File: src/hw/rtl/free_space_max_tree_top_assert.svh
// Assertion macros for the free-space max tree block.
// Used by free_space_max_tree_top; expects clk and rst_n in scope.
`ifndef FREE_SPACE_MAX_TREE_TOP_ASSERT_SVH
`define FREE_SPACE_MAX_TREE_TOP_ASSERT_SVH

// Consequent must hold in the same cycle as the antecedent.
`define FSMT_ASSERT_NOW(label, ante, cons) \
    label: assert property (@(posedge clk) disable iff (!rst_n) (ante) |-> (cons)) \
        else $error("fsmt assertion failed");

// Consequent must hold in the cycle after the antecedent.
`define FSMT_ASSERT_NEXT(label, ante, cons) \
    label: assert property (@(posedge clk) disable iff (!rst_n) (ante) |=> (cons)) \
        else $error("fsmt assertion failed");

`endif

File: src/hw/rtl/fsmt_pkg.sv
// Shared types and constants of the free-space max tree block.
// No dependencies; used by the interfaces and imported by all modules.
package fsmt_pkg;

    localparam int ACT_W  = 2;
    localparam int PAGE_W = 14;
    localparam int CAT_W  = 8;

    // Reciprocal scaling for page / LEAF_COUNT; must be at least PAGE_W.
    localparam int RECIP_SHIFT = 16;

    localparam logic [ACT_W-1:0] ACT_UPDATE = 2'd0;
    localparam logic [ACT_W-1:0] ACT_SEARCH = 2'd1;
    localparam logic [ACT_W-1:0] ACT_READ   = 2'd2;

    typedef struct packed {
        logic [ACT_W-1:0]  action;
        logic [PAGE_W-1:0] page_number;
        logic [CAT_W-1:0]  category_value;
    } req_t;

    typedef struct packed {
        logic              found;
        logic [PAGE_W-1:0] result_page;
        logic [CAT_W-1:0]  result_category;
        logic              out_of_range;
    } rsp_t;

    typedef struct packed {
        logic             ge;
        logic             eq;
        logic [CAT_W-1:0] max_val;
    } cmp_t;

endpackage

File: src/hw/rtl/fsmt_node_cmp.sv
// Shared category compare unit: greater-or-equal, equality and maximum.
// Depends on fsmt_pkg.
module fsmt_node_cmp (
    input  logic [fsmt_pkg::CAT_W-1:0] a,
    input  logic [fsmt_pkg::CAT_W-1:0] b,
    output fsmt_pkg::cmp_t             res
);
    import fsmt_pkg::*;

    assign res.ge      = (a >= b);
    assign res.eq      = (a == b);
    assign res.max_val = (a >= b) ? a : b;

endmodule

File: config.mk
export PLATFORM = sky130hd
export DESIGN_NAME = fsmt_node_cmp
export DESIGN_NICKNAME = d
export VERILOG_FILES = /design/src/hw/rtl/free_space_max_tree_top_assert.svh /design/src/hw/rtl/fsmt_pkg.sv /design/src/hw/rtl/fsmt_node_cmp.sv
export SDC_FILE = /design/constraint.sdc
export NUM_CORES = 1
export LEC_CHECK = 0
export BUFFER_PORTS_ARGS = -buffer_cell sky130_fd_sc_hd__buf_2
export CAP_MARGIN = 10
export CORE_AREA = 2 2 39 41
export DETAILED_ROUTE_END_ITERATION = 10
export DIE_AREA = 0 0 41 43
export PLACE_DENSITY_LB_ADDON = 0.2
export REMOVE_ABC_BUFFERS = 1
export SLEW_MARGIN = 10
export SYNTH_ARGS = -nofsm -noshare
export SYNTH_HDL_FRONTEND = slang
export SYNTH_SLANG_ARGS = --single-unit
File: constraint.sdc
create_clock -name vclk -period 3.7
set_input_delay 0.37 -clock vclk [all_inputs]
set_output_delay 0.37 -clock vclk [all_outputs]
set_load 0.05 [all_outputs]
==> flow_metrics.py <==
metrics = {
    "place": {
        "place.gp.congestion": 0.5592,
        "dp_hpwl_um": 602.6,
        "port_buffers": 26,
    },
    "synth": {
        "syn_inst": 38,
        "synth_area_per_cell_um2": 8.133,
        "synth-seq-area-share": 0,
        "synth_warnings": 0,
        "ys_types": 12,
        "netlist_area_um2": 309.0,
    },
    "cells_and_area": {
        "areaGrowthSynthToFinish_pct": 48.58,
        "clkbuf_count": 0,
        "seqCellArea_um2": 0,
        "numSequentialCells": 0,
        "drive_gt1_frac": 0.5625,
        "final_cell_mix": "buf_2, inv_1, mux2_2, ha_1, a21oi_1",
        "final_common_cell": "buf_2",
        "finish.net_count": 90,
        "n_antenna_cell": 0,
    },
    "floorplanning": {
        "dieArea_um2": 1763,
        "die_height_um": 43,
        "rows": 14,
        "io_pins": 26,
        "die_x_um": 41,
        "start_util": 0.2233,
        "placeableCoreArea_um2": 1384,
    },
    "sta": {
        "relSlewSlack": 0.7910,
        "clock.fmax_mhz": 425.1,
        "fin_crit_sh": 0.6357,
        "period_minus_slack_ns": 2.352,
        "setup_viol": 0,
        "fin_setup_tns_ns": 0,
        "hold_violations": 0,
        "rsz0062_at_grt": "false",
        "final_max_slew_viol_count": 0,
        "tightestPinTransition_ns": 0.3102,
    },
    "pwr": {
        "swShare": 0.6632,
        "p_sw_mw": 0.06799,
        "vdd_ir_drop_max_uv": 67.69,
        "fin_total_pwr_mw": 0.1025,
        "p_per_area_nw_per_um2": 223.3,
        "p_int_mw": 0.03453,
        "seqPwrFrac": 0,
        "clock_power_share": 0,
        "p_leak_nw": 0.2752,
        "pwr-share-comb": 1.000,
    },
    "detailed_routing": {
        "ant_nets": 0,
        "vias": 346,
        "via_per_inst": 4.325,
        "highest_layer": "met3",
        "drcViolationCount": 0,
        "wl_met1_um": 281,
        "drt-pass1-iter-count": 4,
        "met2_wirelength_um": 320,
        "met3_length_um": 50,
        "wire_per_inst_um": 8.138,
        "detail_route.iter0.violations": 1,
        "wirelength_um": 651,
    },
    "run": {
        "maxCapViolations": 0,
    },
    "worst_setup_path": {
        "crit_type": "primary input to primary output",
        "cp_data_arrival_time_ns": 1.98,
        "critPathLaunchType": "primary input",
        "cpLargestDelayFamily": "compound AO/OA/AOI/OAI gates",
        "max_stage_delay_ns": 0.37,
        "path_cells": "buf_2 > inv_1 > ha_1 > nor3b_2 > o21ai_1 > a21oi_4 > mux2_2 > buf_2",
        "path_common_cell": "buf_2",
        "cp-end-kind": "primary output",
        "crit_fanout": 9,
        "cp.required_ns": 3.33,
        "path_buf_inv": 3,
        "cp_slowest_cell": "mux2_2",
    },
    "clock_network": {
        "cts_setup_buffers": 0,
        "cts_hold_buf": 0,
        "post_cts_resized": 0,
    },
    "grt": {
        "grt_antenna_before_repair": 0,
        "grt_max_degree": 10,
        "grt_pass1_wl_um": 972,
        "grt_use_total": 0.07193,
        "gr-total-overflow": 0,
        "grt_pass1_vias": 264,
    },
    "min_path": {
        "min_path_type": "primary input to primary output",
    },
    "run_status": {
        "status": "completed",
    },
}
==> synthesized netlist by cell type <==
library cell / number / area share
a21oi_4: 1 / 0.053
nor2_1: 1 / 0.012
o211ai_1: 1 / 0.024
ha_1: 8 / 0.32
o21ai_0: 1 / 0.016
a21oi_1: 3 / 0.049
nand4_1: 2 / 0.040
nor3b_2: 1 / 0.040
mux2_2: 8 / 0.29
o21ai_1: 1 / 0.016
nand2_1: 1 / 0.012
inv_1: 10 / 0.12
==> final timing paths <==
kind	end	depth (start not counted)	from
worst max-delay path	res[5]	8	a[0]
worst min-delay path	res[1]	3	b[1]
==> cells by family (layout without fill, tap and decap cells) <==
group / after synthesis / in the layout / share of synthesized area
buffers and inverters: 10 / 36 / 0.1215
adder cells (fa/ha/maj): 8 / 8 / 0.3239
multiplexers: 8 / 8 / 0.2915
AO/OA/AOI/OAI: 7 / 7 / 0.1579
AND/OR/NAND/NOR: 5 / 5 / 0.1052
==> tightest hold or removal path: cells and delay by family <==
| kind | cells | cell delay, ns |
|---|---|---|
| mux | 1 | 0.13 |
| buf+inv | 2 | 0.33 |
==> layer usage <==
| metal | global-route usage | vias up |
|---|---|---|
| li1 | - | 186 |
| met5 | 0 | - |
| met1 | 0.09810 | 147 |
| met4 | 0 | 0 |
| met2 | 0.1281 | 13 |
| met3 | 0 | 0 |
==> stage by stage <==
step	instances	hold WS [ns]	utilization	instance area [um2]	worst slack [ns]
2_1_floorplan	38	1.036	-	309.0	1.617
3_3_place_gp	80	1.196	0.3318	459.2	1.310
3_5_place_dp	80	1.200	0.3318	459.2	1.316
4_1_cts	80	1.202	0.3318	459.2	1.311
5_1_grt	80	1.213	0.3318	459.2	1.228
6_report	80	1.198	0.3318	459.2	1.348
==> power by group through the flow <==
| stage | sequential, mW | clock [mW] | combinational [mW] |
|---|---|---|---|
| after floorplan | 0 | 0 | 0.0788 |
| after global placement | 0 | 0 | 0.103 |
| after detailed placement | 0 | 0 | 0.104 |
| after CTS | 0 | 0 | 0.104 |
| after global routing | 0 | 0 | 0.111 |
| final | 0 | 0 | 0.103 |
==> cell type report <==
type,count,area [um2]
Multi-Input combinational cell,28,271.5
Timing Repair Buffer,26,130.1
Fill cell,153,924.6
Tap cell,16,20.02
Inverter,10,37.54
(Power assumes the default switching activity.)
