File: src/hw/rtl/free_space_max_tree_top_assert.svh
// Assertion macros for the free-space max tree block.
// Used by free_space_max_tree_top; expects clk and rst_n in scope.
`ifndef FREE_SPACE_MAX_TREE_TOP_ASSERT_SVH
`define FREE_SPACE_MAX_TREE_TOP_ASSERT_SVH

// Consequent must hold in the same cycle as the antecedent.
`define FSMT_ASSERT_NOW(label, ante, cons) \
    label: assert property (@(posedge clk) disable iff (!rst_n) (ante) |-> (cons)) \
        else $error("fsmt assertion failed");

// Consequent must hold in the cycle after the antecedent.
`define FSMT_ASSERT_NEXT(label, ante, cons) \
    label: assert property (@(posedge clk) disable iff (!rst_n) (ante) |=> (cons)) \
        else $error("fsmt assertion failed");

`endif

File: src/hw/rtl/fsmt_pkg.sv
// Shared types and constants of the free-space max tree block.
// No dependencies; used by the interfaces and imported by all modules.
package fsmt_pkg;

    localparam int ACT_W  = 2;
    localparam int PAGE_W = 14;
    localparam int CAT_W  = 8;

    // Reciprocal scaling for page / LEAF_COUNT; must be at least PAGE_W.
    localparam int RECIP_SHIFT = 16;

    localparam logic [ACT_W-1:0] ACT_UPDATE = 2'd0;
    localparam logic [ACT_W-1:0] ACT_SEARCH = 2'd1;
    localparam logic [ACT_W-1:0] ACT_READ   = 2'd2;

    typedef struct packed {
        logic [ACT_W-1:0]  action;
        logic [PAGE_W-1:0] page_number;
        logic [CAT_W-1:0]  category_value;
    } req_t;

    typedef struct packed {
        logic              found;
        logic [PAGE_W-1:0] result_page;
        logic [CAT_W-1:0]  result_category;
        logic              out_of_range;
    } rsp_t;

    typedef struct packed {
        logic             ge;
        logic             eq;
        logic [CAT_W-1:0] max_val;
    } cmp_t;

endpackage

File: src/hw/rtl/fsmt_page_split.sv
// Splits a data page number into map page index and leaf slot.
// Reciprocal multiply, back multiply, one correction step. Depends on fsmt_pkg.
module fsmt_page_split #(
    parameter int  LEAF_COUNT = 4096,
    localparam int SW         = $clog2(LEAF_COUNT)
) (
    input  logic                        clk,
    input  logic                        rst_n,
    input  logic                        start,
    input  logic [fsmt_pkg::PAGE_W-1:0] page_number,
    output logic                        done,
    output logic [fsmt_pkg::PAGE_W-1:0] map_idx,
    output logic [SW-1:0]               slot
);
    import fsmt_pkg::*;

    localparam int LCW   = $clog2(LEAF_COUNT + 1);
    localparam int RECIP = (1 << RECIP_SHIFT) / LEAF_COUNT;
    localparam int P1W   = PAGE_W + RECIP_SHIFT;
    localparam int P2W   = PAGE_W + LCW;
    localparam int EW    = ((LCW > PAGE_W) ? LCW : PAGE_W) + 1;

    localparam logic [1:0] PH_IDLE = 2'd0;
    localparam logic [1:0] PH_QUOT = 2'd1;
    localparam logic [1:0] PH_BACK = 2'd2;
    localparam logic [1:0] PH_FIX  = 2'd3;

    logic [1:0]        ph_reg, ph_next;
    logic              done_reg, done_next;
    logic [PAGE_W-1:0] pn_reg, pn_next;
    logic [PAGE_W-1:0] q_reg, q_next;
    logic [PAGE_W-1:0] back_reg, back_next;
    logic [PAGE_W-1:0] map_reg, map_next;
    logic [SW-1:0]     slot_reg, slot_next;

    logic [P1W-1:0]    prod1;
    logic [P2W-1:0]    prod2;
    logic [PAGE_W-1:0] rem;
    logic [EW-1:0]     rem_ext;
    logic [EW-1:0]     rem_fix;
    logic              over;

    // estimate is exact or one low, so the remainder is below twice LEAF_COUNT
    assign prod1   = P1W'(pn_reg) * P1W'(RECIP);
    assign prod2   = P2W'(q_reg) * P2W'(LEAF_COUNT);
    assign rem     = pn_reg - back_reg;
    assign rem_ext = EW'(rem);
    assign over    = (rem_ext >= EW'(LEAF_COUNT));
    assign rem_fix = over ? (rem_ext - EW'(LEAF_COUNT)) : rem_ext;

    always_comb
    begin
        ph_next   = ph_reg;
        done_next = 1'b0;
        pn_next   = pn_reg;
        q_next    = q_reg;
        back_next = back_reg;
        map_next  = map_reg;
        slot_next = slot_reg;
        unique case (ph_reg)
            PH_IDLE:
            begin
                if (start)
                begin
                    pn_next = page_number;
                    ph_next = PH_QUOT;
                end
            end
            PH_QUOT:
            begin
                q_next  = prod1[RECIP_SHIFT +: PAGE_W];
                ph_next = PH_BACK;
            end
            PH_BACK:
            begin
                back_next = prod2[PAGE_W-1:0];
                ph_next   = PH_FIX;
            end
            PH_FIX:
            begin
                map_next  = over ? (q_reg + PAGE_W'(1)) : q_reg;
                slot_next = SW'(rem_fix);
                done_next = 1'b1;
                ph_next   = PH_IDLE;
            end
            default:
            begin
                ph_next = PH_IDLE;
            end
        endcase
    end

    always_ff @(posedge clk or negedge rst_n)
    begin
        if (!rst_n)
        begin
            ph_reg   <= PH_IDLE;
            done_reg <= 1'b0;
        end
        else
        begin
            ph_reg   <= ph_next;
            done_reg <= done_next;
        end
    end

    always_ff @(posedge clk)
    begin
        pn_reg   <= pn_next;
        q_reg    <= q_next;
        back_reg <= back_next;
        map_reg  <= map_next;
        slot_reg <= slot_next;
    end

    assign done    = done_reg;
    assign map_idx = map_reg;
    assign slot    = slot_reg;

endmodule

File: config.mk
export PLATFORM = sky130hd
export DESIGN_NAME = fsmt_page_split
export DESIGN_NICKNAME = d
export VERILOG_FILES = /design/src/hw/rtl/free_space_max_tree_top_assert.svh /design/src/hw/rtl/fsmt_pkg.sv /design/src/hw/rtl/fsmt_page_split.sv
export SDC_FILE = /design/constraint.sdc
export NUM_CORES = 1
export LEC_CHECK = 0
export ABC_AREA = 1
export BUFFER_PORTS_ARGS = -buffer_cell sky130_fd_sc_hd__buf_4
export CORE_MARGIN = 1.5
export CORE_UTILIZATION = 26
export CTS_BUF_LIST = sky130_fd_sc_hd__clkbuf_4 sky130_fd_sc_hd__clkbuf_8
export CTS_CLUSTER_DIAMETER = 60
export DETAILED_ROUTE_END_ITERATION = 8
export SLEW_MARGIN = 10
export SYNTH_ARGS = -nofsm -noshare
export SYNTH_HDL_FRONTEND = slang
export SYNTH_SLANG_ARGS = --single-unit
File: constraint.sdc
create_clock -name clk -period 1.6 [get_ports clk]
set_clock_uncertainty 0.05 [all_clocks]
set_input_delay 0.08 -clock clk [delete_from_list [all_inputs] [get_ports clk]]
set_output_delay 0.08 -clock clk [all_outputs]
set_load 0.005 [all_outputs]
==> insert_results.sql <==
INSERT INTO impl_metrics (metric_group, metric, value, unit) VALUES
('setup_path', 'critical_path_peak_fanout', '14', ''),
('die', 'num_rows', '26', ''),
('final_layout', 'antenna_cells', '0', ''),
('clock_network', 'clk_latency', '0.27', 'ns'),
('timing', 'timing.final.max_slew_violations', '0', ''),
('clock_network', 'post_cts_resize_count', '0', ''),
('clock_network', 'cts.repair_timing.setup_buffer_count', '0', ''),
('setup_path', 'worst_r2r_dst', 'pn_reg[6]', ''),
('timing', 'setup_ws', '0.2130', 'ns'),
('timing', 'fmaxAchievable', '721.0', 'MHz'),
('min_path', 'worst_hold_path_type', 'in2async', ''),
('power', 'power-per-cell-area', '1534', 'nW/um^2'),
('route', 'dr_total_vias', '774', ''),
('clock_network', 'clock_tree.htree_level_count', '2', ''),
('clock_network', 'clkSinkCount', '36', ''),
('grt', 'grt_first_pass_wirelength', '3877', 'um'),
('setup_path', 'timing_worst_setup_path_type', 'reg2reg', ''),
('final_layout', 'layout-drive-gt1-share', '0.3287', ''),
('route', 'drt_wl_total', '2307', 'um'),
('die', 'chip_width', '75.99', 'um'),
('timing', 'timing_hold_violations_final', '0', ''),
('place', 'dpl_worst_slack', '0.2256', 'ns'),
('synth', 'synthDominantCellAreaShare', '0.7154', ''),
('grt', 'grt_start_max_net_pins', '16', ''),
('timing', 'grt_setup_unrepaired', 'no', ''),
('synth', 'seq_area_frac_synth', '0.7696', ''),
('die', 'die_height', '75.99', 'um'),
('die', 'initial_utilization', '0.2712', ''),
('place', 'dpl.cell_count', '190', ''),
('final_layout', 'largest_register_ff_count', '14', ''),
('route', 'firstDrtPassIters', '3', ''),
('final_layout', 'layout-area-overhead-vs-synth', '40.38', '%'),
('setup_path', 'worst-endpoint-arrival', '1.31', 'ns'),
('place', 'routabilityCongestion', '0.6988', ''),
('setup_path', 'rr_startpoint', 'ph_reg[0]', ''),
('synth', 'synthDominantAreaCellType', 'edfxtp_1', ''),
('synth', 'synth_area', '1385', 'um^2'),
('run', 'max_cap_viols', '0', ''),
('route', 'postRouteAntennaNets', '0', ''),
('timing', 'layout_min_cycle_time', '1.387', 'ns'),
('synth', 'postSynthRegisterBits', '36', ''),
('setup_path', 'timing.critical_path.cells', 'inv_1, ha_1, nand2_1, inv_1, buf_4', ''),
('place', 'portBuffers', '32', ''),
('setup_path', 'cp_slowest_cell', 'dfrtp_1', ''),
('final_layout', 'finalCoreUtilization', '0.3807', ''),
('setup_path', 'cp-end-kind', 'flop', ''),
('synth', 'yosys_cell_types', '11', ''),
('clock_network', 'max-clock-path-buffers', '2', ''),
('die', 'core', '5107', 'um^2'),
('synth', 'avgSynthCellArea', '15.92', 'um^2'),
('grt', 'global_route.overflow_total', '0', ''),
('setup_path', 'startpoint_class', 'flop', ''),
('clock_network', 'cts_hold_buf', '15', ''),
('grt', 'first_global_vias', '879', ''),
('final_layout', 'nets', '166', ''),
('setup_path', 'critical_path.max_stage_delay', '0.41', 'ns'),
('clock_network', 'cts_inserted_buffers', '5', ''),
('die', 'fp.dieArea', '5774', 'um^2'),
('power', 'power.leakage', '0.8312', 'nW'),
('timing', 'timing.hold.ws', '0.07367', 'ns'),
('synth', 'synth_warn', '0', ''),
('route', 'drtIter0Drc', '45', ''),
('clock_network', 'clk_pin_slew', '0.07', 'ns'),
('grt', 'antenna_violations_before_repair', '0', ''),
('timing', 'report.final.setup_viol', '0', ''),
('clock_network', 'tritoncts_clock_tree', 'built', ''),
('route', 'drcViolationCount', '0', ''),
('place', 'dp.final_hpwl', '1608', 'um'),
('status', 'run_status', 'finished, final reports clean', ''),
('setup_path', 'crit_required', '1.52', 'ns'),
('die', 'io_pins', '44', ''),
('synth', 'post_synth_main_area_contributors', 'edfxtp_1 (72%), ha_1 (6.3%), buf_4 (6.0%), dfrtp_1 (5.4%), inv_1 (2.7%)', ''),
('route', 'drt-wirelength-per-cell', '10.83', 'um'),
('grt', 'global_route.usage.total', '0.08702', ''),
('route', 'vias_per_cell', '3.634', ''),
('synth', 'netlist_instances', '87', ''),
('setup_path', 'ff2ff_setup_slack', '0.21', 'ns'),
('timing', 'timing.final.crit_share', '0.8669', ''),
('timing', 'setup_tns', '0', 'ns'),
('clock_network', 'clockRootBuffer', 'clkbuf_8', ''),
('setup_path', 'worst-r2r-cell-count', '5', ''),
('setup_path', 'crit_top_cell', 'inv_1', ''),
('power', 'vdd.ir_drop.worst', '0.6843', 'mV'),
('final_layout', 'final_cells', '213', '');
## power by group
part,switching [W],internal (W)
clock network,0.000291,0.000479
registers,0.0000994,0.00138
logic,0.000397,0.000338
## worst max-delay path, delay by kind of cell (launching register included)
kind	cells	cell delay, ns
fa+ha+maj	1	0.18
simple gates	1	0.05
buf+inv	3	0.39
flops	1	0.41
## cell usage after synthesis (all sizes together)
cell type,number
buf,11
ha,7
edfxtp,33
conb,1
o21ai,3
dfrtp,3
inv,10
nand2,14
nand3,5
## layer usage
metal,vias up,global-route usage,share of wire
met5,-,0,0
met4,0,0.03333,0.0087
met2,30,0.1613,0.54
met3,2,0.03832,0.060
met1,360,0.08456,0.39
li1,382,-,-
## worst max-delay path by stage
stage / from / to / slack [ns] / depth (start not counted)
after floorplan: ph_reg[0] / pn_reg[0] / 0.22 / 4
after global placement: ph_reg[0] / pn_reg[10] / 0.28 / 5
after detailed placement: ph_reg[0] / pn_reg[8] / 0.23 / 5
after CTS: ph_reg[0] / pn_reg[8] / 0.20 / 5
after global routing: ph_reg[0] / pn_reg[6] / 0.12 / 5
final: ph_reg[0] / pn_reg[6] / 0.21 / 5
## metrics by stage
step           power [W]  cell area, um^2
2_1_floorplan   0.001863             1423
3_3_place_gp    0.002150             1683
3_5_place_dp    0.002210             1683
4_1_cts         0.003018             1944
5_1_grt         0.003171             1944
6_report        0.002983             1944
## cells by family after synthesis
family          count (synthesis)  synth area share
fa+ha+maj                       7           0.06323
flops                          36            0.7696
buf+inv                        21           0.08672
compound gates                  3           0.01084
other cells                     1          0.002707
simple gates                   19           0.06685
## cell type report
type / count / area, um^2
flip-flops and latches: 36 / 1066
fillers: 494 / 3163
repair buffers: 49 / 405.4
clock inverters: 2 / 35.03
well taps: 70 / 87.58
multi-input cells: 40 / 236.5
clock buffers: 6 / 76.32
inverters: 10 / 37.54
## placed cells by master, fill, tap and decap left out, drive strengths merged
cell / synthesis / final
dlygate4sd3: 0 / 15
o21ai: 3 / 3
conb: 1 / 11
nand2: 14 / 14
inv: 10 / 10
nand3: 5 / 5
clkbuf: 0 / 6
bufinv: 0 / 1
clkinv: 0 / 1
ha: 7 / 7
dfrtp: 3 / 3
buf: 11 / 34
edfxtp: 33 / 33
Power figures use the tool's default switching activity.
